## src/hdl/mcs_pkg.sv

```systemverilog
// Package for the maximum clique search block: shared constants, the
// controller state type, command/status structs, the stack frame type and lowest_bit.
// No dependencies.
package mcs_pkg;

  localparam int MAX_VERTICES_DEF = 32;
  localparam int ROW_SLOTS        = 32;
  localparam int ROW_W            = 32;
  localparam int IDX_W            = 5;
  localparam int CNT_W            = 6;

  localparam logic CMD_LOAD = 1'b0;
  localparam logic CMD_RUN  = 1'b1;

  typedef enum logic [2:0] {
    S_IDLE,
    S_STEP,
    S_DESCEND,
    S_RESTORE,
    S_EMIT
  } mcs_state_t;

  // Commands from the controller to the datapath
  typedef struct packed {
    logic load_row;
    logic start;
    logic eval;
    logic push;
    logic back;
    logic descend;
    logic restore;
    logic emit_load;
    logic emit_take;
  } mcs_ctrl_t;

  // Status from the datapath to the controller
  typedef struct packed {
    logic has_cand;
    logic at_root;
    logic emit_last;
  } mcs_status_t;

  // One saved search level: chosen vertex and the candidates left behind it
  typedef struct packed {
    logic [IDX_W-1:0] vertex;
    logic [ROW_W-1:0] mask;
  } mcs_frame_t;

  // Index of the lowest set bit (zero when the mask is empty)
  function automatic logic [IDX_W-1:0] lowest_bit(input logic [ROW_W-1:0] m);
    logic [IDX_W-1:0] idx;
    idx = '0;
    for (int k = ROW_W - 1; k >= 0; k--) begin
      if (m[k]) idx = IDX_W'(k);
    end
    return idx;
  endfunction

endpackage

```

## src/hdl/mcs_datapath.sv

```systemverilog
// Datapath of the maximum clique search: adjacency row memory, level stack
// memory, search registers and the result shift-out register.
// Depends on mcs_pkg.
module mcs_datapath #(
  parameter int MAX_VERTICES = mcs_pkg::MAX_VERTICES_DEF
) (
  input  logic                     clk,
  input  logic                     rst,
  input  mcs_pkg::mcs_ctrl_t       ctrl,
  output mcs_pkg::mcs_status_t     status,
  input  logic                     cfg_we,
  input  logic [mcs_pkg::CNT_W-1:0] cfg_data,
  input  logic [mcs_pkg::IDX_W-1:0] in_row_index,
  input  logic [mcs_pkg::ROW_W-1:0] in_row_bits,
  output logic [mcs_pkg::IDX_W-1:0] out_vertex,
  output logic [mcs_pkg::CNT_W-1:0] out_size,
  output logic                     out_last
);
  import mcs_pkg::*;

  localparam int NV = (MAX_VERTICES < ROW_SLOTS) ? MAX_VERTICES : ROW_SLOTS;
  localparam int AW = $clog2(NV);
  localparam int DW = $clog2(NV + 1);

  logic [CNT_W-1:0] vertex_count;
  logic [CNT_W-1:0] used_n;
  logic [ROW_W:0]   all_wide;
  logic [ROW_W-1:0] all_mask;

  logic [ROW_W-1:0] row_mem [NV];
  logic [ROW_W-1:0] row_q;
  mcs_frame_t       stk_mem [NV];
  mcs_frame_t       stk_q;

  logic [ROW_W-1:0] rem;
  logic [ROW_W-1:0] rem_after;
  logic [ROW_W-1:0] members;
  logic [ROW_W-1:0] best;
  logic [DW-1:0]    depth;
  logic [DW-1:0]    depth_m1;
  logic [DW-1:0]    best_size;
  logic [ROW_W-1:0] emit_mask;

  logic [IDX_W-1:0] pick;
  logic [ROW_W-1:0] pick_bit;
  logic             row_in_range;

  // Clamp the vertex count to 1..NV and build the initial candidate set
  always_comb begin
    if (vertex_count == '0) begin
      used_n = CNT_W'(1);
    end else if (vertex_count > CNT_W'(NV)) begin
      used_n = CNT_W'(NV);
    end else begin
      used_n = vertex_count;
    end
    all_wide = ((ROW_W + 1)'(1) << used_n) - (ROW_W + 1)'(1);
    all_mask = all_wide[ROW_W-1:0];
  end

  assign pick         = lowest_bit(rem);
  assign pick_bit     = ROW_W'(1) << pick;
  assign depth_m1     = depth - DW'(1);
  assign row_in_range = ({1'b0, in_row_index} < (IDX_W + 1)'(NV));

  assign status.has_cand  = (rem != '0);
  assign status.at_root   = (depth == '0);
  assign status.emit_last = ((emit_mask & (emit_mask - ROW_W'(1))) == '0);

  assign out_vertex = lowest_bit(emit_mask);
  assign out_size   = CNT_W'(best_size);
  assign out_last   = status.emit_last;

  // Configuration register
  always_ff @(posedge clk) begin
    if (rst) begin
      vertex_count <= CNT_W'(ROW_SLOTS);
    end else if (cfg_we) begin
      vertex_count <= cfg_data;
    end
  end

  // Adjacency rows: write on load, registered read of the picked vertex
  always_ff @(posedge clk) begin
    if (ctrl.load_row && row_in_range) begin
      row_mem[in_row_index[AW-1:0]] <= in_row_bits;
    end
    row_q <= row_mem[pick[AW-1:0]];
  end

  // Level stack: push on descent, registered read of the parent level
  always_ff @(posedge clk) begin
    if (ctrl.push) begin
      stk_mem[depth[AW-1:0]] <= '{vertex: pick, mask: rem & ~pick_bit};
    end
    stk_q <= stk_mem[depth_m1[AW-1:0]];
  end

  // Search registers
  always_ff @(posedge clk) begin
    if (rst) begin
      depth     <= '0;
      best_size <= '0;
      members   <= '0;
      best      <= '0;
    end else begin
      if (ctrl.start) begin
        rem       <= all_mask;
        members   <= '0;
        depth     <= '0;
        best      <= '0;
        best_size <= '0;
      end
      // keep the first strictly larger clique
      if (ctrl.eval && (depth > best_size)) begin
        best      <= members;
        best_size <= depth;
      end
      if (ctrl.push) begin
        rem_after <= rem & ~pick_bit;
        members   <= members | pick_bit;
        depth     <= depth + DW'(1);
      end
      if (ctrl.back) begin
        depth <= depth_m1;
      end
      if (ctrl.descend) begin
        rem <= rem_after & row_q;
      end
      if (ctrl.restore) begin
        rem     <= stk_q.mask;
        members <= members & ~(ROW_W'(1) << stk_q.vertex);
      end
    end
  end

  // Result register: drop the lowest member on each taken item
  always_ff @(posedge clk) begin
    if (ctrl.emit_load) begin
      emit_mask <= best;
    end else if (ctrl.emit_take) begin
      emit_mask <= emit_mask & (emit_mask - ROW_W'(1));
    end
  end

endmodule

```

## src/hdl/mcs_control.sv

```systemverilog
// Controller of the maximum clique search: sequences loads, the backtracking
// walk and the shift-out of the best clique.
// Depends on mcs_pkg.
module mcs_control (
  input  logic                 clk,
  input  logic                 rst,
  input  logic                 in_valid,
  input  logic                 in_cmd,
  output logic                 in_ready,
  output logic                 out_valid,
  input  logic                 out_ready,
  input  mcs_pkg::mcs_status_t status,
  output mcs_pkg::mcs_ctrl_t   ctrl
);
  import mcs_pkg::*;

  mcs_state_t state;
  mcs_state_t state_next;

  always_ff @(posedge clk) begin
    if (rst) begin
      state <= S_IDLE;
    end else begin
      state <= state_next;
    end
  end

  // Next state
  always_comb begin
    state_next = state;
    unique case (state)
      S_IDLE: begin
        if (in_valid && (in_cmd == CMD_RUN)) state_next = S_STEP;
      end
      S_STEP: begin
        priority if (status.has_cand) state_next = S_DESCEND;
        else if (status.at_root)      state_next = S_EMIT;
        else                          state_next = S_RESTORE;
      end
      S_DESCEND: state_next = S_STEP;
      S_RESTORE: state_next = S_STEP;
      S_EMIT: begin
        if (out_ready && status.emit_last) state_next = S_IDLE;
      end
      default: state_next = S_IDLE;
    endcase
  end

  // Outputs
  always_comb begin
    ctrl      = '0;
    in_ready  = 1'b0;
    out_valid = 1'b0;
    unique case (state)
      S_IDLE: begin
        in_ready      = 1'b1;
        ctrl.load_row = in_valid && (in_cmd == CMD_LOAD);
        ctrl.start    = in_valid && (in_cmd == CMD_RUN);
      end
      S_STEP: begin
        ctrl.eval      = 1'b1;
        ctrl.push      = status.has_cand;
        ctrl.back      = !status.has_cand && !status.at_root;
        ctrl.emit_load = !status.has_cand && status.at_root;
      end
      S_DESCEND: ctrl.descend = 1'b1;
      S_RESTORE: ctrl.restore = 1'b1;
      S_EMIT: begin
        out_valid      = 1'b1;
        ctrl.emit_take = out_ready;
      end
      default: begin
        ctrl = '0;
      end
    endcase
  end

endmodule

```

## src/hdl/max_clique_search.sv

```systemverilog
// Top level of the maximum clique search block: stream ports, configuration
// register port, controller and datapath.
// Depends on mcs_pkg, mcs_control and mcs_datapath.
//
// Usage: an input item with s_axis_tuser low loads one adjacency row
// (row_index, row_bits), so rows stream in at one per cycle while idle. An
// item with s_axis_tuser high starts an exhaustive backtracking search over
// the first vertex_count vertices (clamped to 1..MAX_VERTICES, at most 32);
// no item is taken until all results of that search have been delivered.
// Each descent into a vertex passes S_STEP then S_DESCEND, and each step back
// S_STEP then S_RESTORE, because the row memory and the level stack memory
// have registered reads. The members of the largest clique (first found on
// ties) then leave in ascending order, one item per cycle while m_axis_tready
// is high, each with the clique size and tlast on the final member. A stall
// on the output holds the current item. vertex_count must be written through
// cfg_we/cfg_data only while idle; the block itself does not enforce this.
// Reset sets vertex_count to 32 and returns to idle; adjacency rows hold no
// reset value and must be loaded before a search reads them.
module max_clique_search #(
  parameter int MAX_VERTICES = mcs_pkg::MAX_VERTICES_DEF
) (
  input  logic        clk,
  input  logic        rst,
  input  logic        s_axis_tvalid,
  output logic        s_axis_tready,
  input  logic [39:0] s_axis_tdata,  // row_index[4:0], row_bits[36:5], zero fill
  input  logic        s_axis_tuser,  // cmd
  output logic        m_axis_tvalid,
  input  logic        m_axis_tready,
  output logic [15:0] m_axis_tdata,  // vertex_index[4:0], clique_size[10:5], zero fill
  output logic        m_axis_tlast,
  input  logic        cfg_we,
  input  logic [5:0]  cfg_data
);
  import mcs_pkg::*;

  mcs_ctrl_t        ctrl;
  mcs_status_t      status;
  logic [IDX_W-1:0] out_vertex;
  logic [CNT_W-1:0] out_size;

  mcs_control u_control (
    .clk       (clk),
    .rst       (rst),
    .in_valid  (s_axis_tvalid),
    .in_cmd    (s_axis_tuser),
    .in_ready  (s_axis_tready),
    .out_valid (m_axis_tvalid),
    .out_ready (m_axis_tready),
    .status    (status),
    .ctrl      (ctrl)
  );

  mcs_datapath #(
    .MAX_VERTICES (MAX_VERTICES)
  ) u_datapath (
    .clk          (clk),
    .rst          (rst),
    .ctrl         (ctrl),
    .status       (status),
    .cfg_we       (cfg_we),
    .cfg_data     (cfg_data),
    .in_row_index (s_axis_tdata[IDX_W-1:0]),
    .in_row_bits  (s_axis_tdata[IDX_W+ROW_W-1:IDX_W]),
    .out_vertex   (out_vertex),
    .out_size     (out_size),
    .out_last     (m_axis_tlast)
  );

  // Pack the result item
  assign m_axis_tdata = {5'b0, out_size, out_vertex};

endmodule
```

## config.mk

```make
export PLATFORM = sky130hd
export DESIGN_NAME = max_clique_search
export DESIGN_NICKNAME = d
export VERILOG_FILES = /design/src/hdl/mcs_pkg.sv /design/src/hdl/mcs_datapath.sv /design/src/hdl/mcs_control.sv /design/src/hdl/max_clique_search.sv
export SDC_FILE = /design/constraint.sdc
export NUM_CORES = 2
export LEC_CHECK = 0
export BUFFER_PORTS_ARGS = -buffer_cell sky130_fd_sc_hd__clkbuf_2
export CELL_PAD_IN_SITES_DETAIL_PLACEMENT = 1
export CELL_PAD_IN_SITES_GLOBAL_PLACEMENT = 1
export CORE_MARGIN = 2
export CORE_UTILIZATION = 55
export DETAILED_ROUTE_END_ITERATION = 6
export PLACE_DENSITY_LB_ADDON = 0.1
export SLEW_MARGIN = 20
export SYNTH_ARGS = -nofsm -noshare
export SYNTH_HDL_FRONTEND = slang
export SYNTH_SLANG_ARGS = --single-unit
```

## constraint.sdc

```tcl
create_clock -name clk -period 5.2 [get_ports clk]
set_clock_uncertainty 0.2 [all_clocks]
set_input_delay 0.78 -clock clk [delete_from_list [all_inputs] [get_ports clk]]
set_output_delay 0.78 -clock clk [all_outputs]
set_load 0.1 [all_outputs]
```

==> results.sh <==
export IMPL_status="finished, final reports clean"
export IMPL_fp_dieH_um=421.5
export IMPL_wl_per_cell_um=33.73
export IMPL_path_buf_inv=1
export IMPL_syn_area_per_cell_um2=18.01
export IMPL_worstMarginPinSlew_ns=1.204
export IMPL_cts_sinks=2458
export IMPL_grt_start_max_net_pins=129
export IMPL_critical_path_startpoint_type="register"
export IMPL_totalNegativeSetupSlack_ns=0
export IMPL_wirelength_um=272000
export IMPL_fillCellCount=14710
export IMPL_cts_made_buffers=238
export IMPL_antenna_left=0
export IMPL_p_switching_w=0.009150
export IMPL_via_count=53340
export IMPL_port_buffers=62
export IMPL_p_seq_frac=0.522
export IMPL_layout_nets=5582
export IMPL_period_share=0.9288
export IMPL_drv_slew=0
export IMPL_fp_coreArea_mm2=0.1734
export IMPL_grt_usage=0.3061
export IMPL_ys_flop_type="edfxtp_1"
export IMPL_yosys_area_top_type_share=0.7217
export IMPL_path_clk_slew_ns=0.07
export IMPL_initial_utilization=0.5527
export IMPL_hpwl_um=148900
export IMPL_max_slew_margin=0.1944
export IMPL_synthTopCellsByArea="edfxtp_1 72%, mux4_2 8.7%, mux2i_1 3.5%"
export IMPL_setup_viol=0
export IMPL_netlist_instances=5323
export IMPL_critical_path_class="register to output port"
export IMPL_end_kind="output port"
export IMPL_dp_cells=7597
export IMPL_final_cell_mix="2,304 x edfxtp_1, 412 x nand2_1, 370 x mux4_2"
export IMPL_layout_area_overhead_vs_synth_pct=13.32
export IMPL_drive_gt1_frac=0.2084
export IMPL_clock_latency_ns=0.89
export IMPL_synth_area_mm2=0.09587
export IMPL_fmax_mhz=207.0
export IMPL_finalNonFillerCells=8063
export IMPL_layout_commonest_cell="edfxtp_1"
export IMPL_cts_tree="done"
export IMPL_ys_warn_count=0
export IMPL_cts_root_buf="clkbuf_16"
export IMPL_crit_cells=8
export IMPL_pwr_share_comb=0.061
export IMPL_worst_hold_slack_ns=0.03872
export IMPL_power_density_mw_per_mm2=387.0
export IMPL_drtIter0Drc=7485
export IMPL_path_cells="nor4_2, and3_1, nand2_1, o41ai_1, o2111ai_1, nor3_1, and4_1, clkbuf_4"
export IMPL_sw_frac_of_total=0.2176
export IMPL_final_hold_violation_count=0
export IMPL_min_period_ns=4.830
export IMPL_pre_cts_ws_ns=1.006
export IMPL_antenna_found_initial=7
export IMPL_post_cts_buffers=0
export IMPL_yosysTopAreaCell="edfxtp_1"
export IMPL_rr_worst_depth=10
export IMPL_pin_count=71
export IMPL_netlist_cell_type_count=74
export IMPL_h_tree_depth=4
export IMPL_drcViolationCount=0
export IMPL_rows=153
export IMPL_cp_top_family="simple AND/OR/NAND/NOR gates"
export IMPL_finish_utilization=0.6264
export IMPL_ys_seq_area_frac=0.7539
export IMPL_hold_path_class="primary input to register"
export IMPL_synth_seq_cells=2458
export IMPL_cap_viol_max_count=0
export IMPL_critPathMaxStageDelay_ns=0.50
export IMPL_die_w_um=421.5
export IMPL_p_clk_frac=0.417
export IMPL_rrSetupSlack_ns=0.84
export IMPL_drt_pass1_iter_count=5
export IMPL_async_flop_share=0
export IMPL_slowest_stage="edfxtp_1"
export IMPL_setup_ws_ns=0.3701
export IMPL_grt_pass1_vias=54260
export IMPL_grt_overflow_total=0
export IMPL_rsz0062_at_grt="false"
export IMPL_holdPathStages=3
export IMPL_cp_max_fo=8
export IMPL_leakagePower_nw=35.27
export IMPL_die_area_mm2=0.1777
export IMPL_vias_per_cell=6.616
export IMPL_ir_drop_mv=0.2943
export IMPL_worstPathArrival_ns=3.85
export IMPL_required_ns=4.22
export IMPL_clockBufferDepth=3
export IMPL_place_congestion=0.8678
export IMPL_grt_pass1_wl_um=391000
export IMPL_internal_power_w=0.03290
export IMPL_synth_enable_flop_cells=2304
==> cell type report <==
type	count	area (um^2)	share of cell area
antenna	4	10.01	0.00009214
timing repair buffer	261	2417	0.02225
tap	2325	2909	0.02678
inverter	26	102.6	0.0009444
multi-input combinational	2534	22950	0.2112
sequential	2458	72270	0.6653
clock inverter	124	1239	0.01140
clock buffer	331	6740	0.06204
==> cell families after synthesis <==
kind of cell | after synthesis | share of synthesized area
AND/OR/NAND/NOR | 916 | 0.04303
XOR/XNOR | 10 | 0.0009136
multiplexers | 744 | 0.1265
buffers and inverters | 368 | 0.01689
adder cells (fa/ha/maj) | 13 | 0.001644
flip-flops | 2458 | 0.7539
AO/OA/AOI/OAI | 812 | 0.05713
other | 2 | 0.00007834
==> final timing paths <==
check	start	endpoint
worst max-delay path	u_datapath.emit_mask[2]$_DFFE_PP_	m_axis_tlast
worst min-delay path	cfg_data[4]	u_datapath.vertex_count[4]$_SDFFE_PP0P_
worst max register to register	u_datapath.rem[20]$_DFFE_PP_	u_datapath.members[17]$_SDFFE_PP0P_
worst min register to register	u_datapath.best[12]$_SDFFE_PP0P_	u_datapath.best[12]$_SDFFE_PP0P_
==> cell usage after synthesis, types with 5 or more instances <==
| library cell | n |
|---|---|
| mux2_2 | 37 |
| nor2_1 | 210 |
| inv_1 | 26 |
| dfxtp_1 | 154 |
| clkbuf_1 | 223 |
| a311oi_1 | 28 |
| o21ai_0 | 76 |
| ha_1 | 11 |
| a211oi_1 | 39 |
| nand3_1 | 112 |
| buf_2 | 30 |
| buf_4 | 19 |
| a22oi_1 | 6 |
| xnor2_1 | 6 |
| nor3_2 | 25 |
| nor4_1 | 13 |
| mux4_2 | 370 |
| o211ai_1 | 16 |
| and2_1 | 11 |
| or3_1 | 10 |
| or2_2 | 6 |
| nand3b_1 | 5 |
| o221ai_1 | 103 |
| a31oi_1 | 26 |
| a21oi_1 | 284 |
| nand2b_1 | 11 |
| nor3_1 | 50 |
| a21boi_0 | 25 |
| or4_1 | 17 |
| nand2_1 | 414 |
| o22ai_1 | 37 |
| edfxtp_1 | 2304 |
| o311ai_0 | 6 |
| buf_6 | 12 |
| a221oi_1 | 124 |
| a21o_1 | 7 |
| mux2i_1 | 337 |
| buf_1 | 55 |
| nor2b_1 | 11 |
| o31ai_1 | 7 |
==> registers in the layout, summed over array words and instances (netlist names) <==
signal	cells
u_datapath.members	32
u_datapath.best	32
u_datapath.rem_after	32
u_datapath.vertex_count	6
u_datapath.row_q	32
u_control.state	3
u_datapath.stk_q	37
u_datapath.emit_mask	32
u_datapath.row_mem	1024
u_datapath.depth	6
u_datapath.stk_mem	1184
u_datapath.out_size	6
u_datapath.rem	32
==> power groups by stage <==
stage	combinational [W]	sequential, W	clock, W
6_report	0.00256	0.0220	0.0175
5_1_grt	0.00271	0.0220	0.0184
4_1_cts	0.00256	0.0220	0.0177
3_5_place_dp	0.00254	0.0224	0
3_3_place_gp	0.00248	0.0224	0
2_1_floorplan	0.00167	0.0222	0
==> metal layers <==
layer | part of all wire | wire length, um | global-route usage
met1 | 0.42 | 114300 | 0.4598
met3 | 0.084 | 22890 | 0.04569
met4 | 0.028 | 7616 | 0.08793
met2 | 0.47 | 127200 | 0.4720
met5 | 0.000070 | 19 | 0
==> what timing repair did <==
item	4_1_cts	5_1_grt
hold endpoints to repair	5	0
setup endpoints to repair	0	1
resized for setup	0	4
hold buffers	5	0
==> per-stage QoR <==
stage,cell area [um^2],total power (W)
floorplan,96010,0.02391
global placement,100500,0.02486
detailed placement,100500,0.02493
CTS,108500,0.04223
global route,108600,0.04309
finish,108600,0.04205
==> worst register-to-register path: stages (launching register included) <==
cell	delay, ns
edfxtp_1	0.51
or3_1	0.41
a221o_1	0.29
a21oi_1	0.40
o2111ai_4	0.39
inv_2	0.57
buf_12	0.34
nand2_1	0.11
nor2_1	0.57
a21oi_1	0.16
a211oi_1	0.29
(Power assumes the default switching activity.)
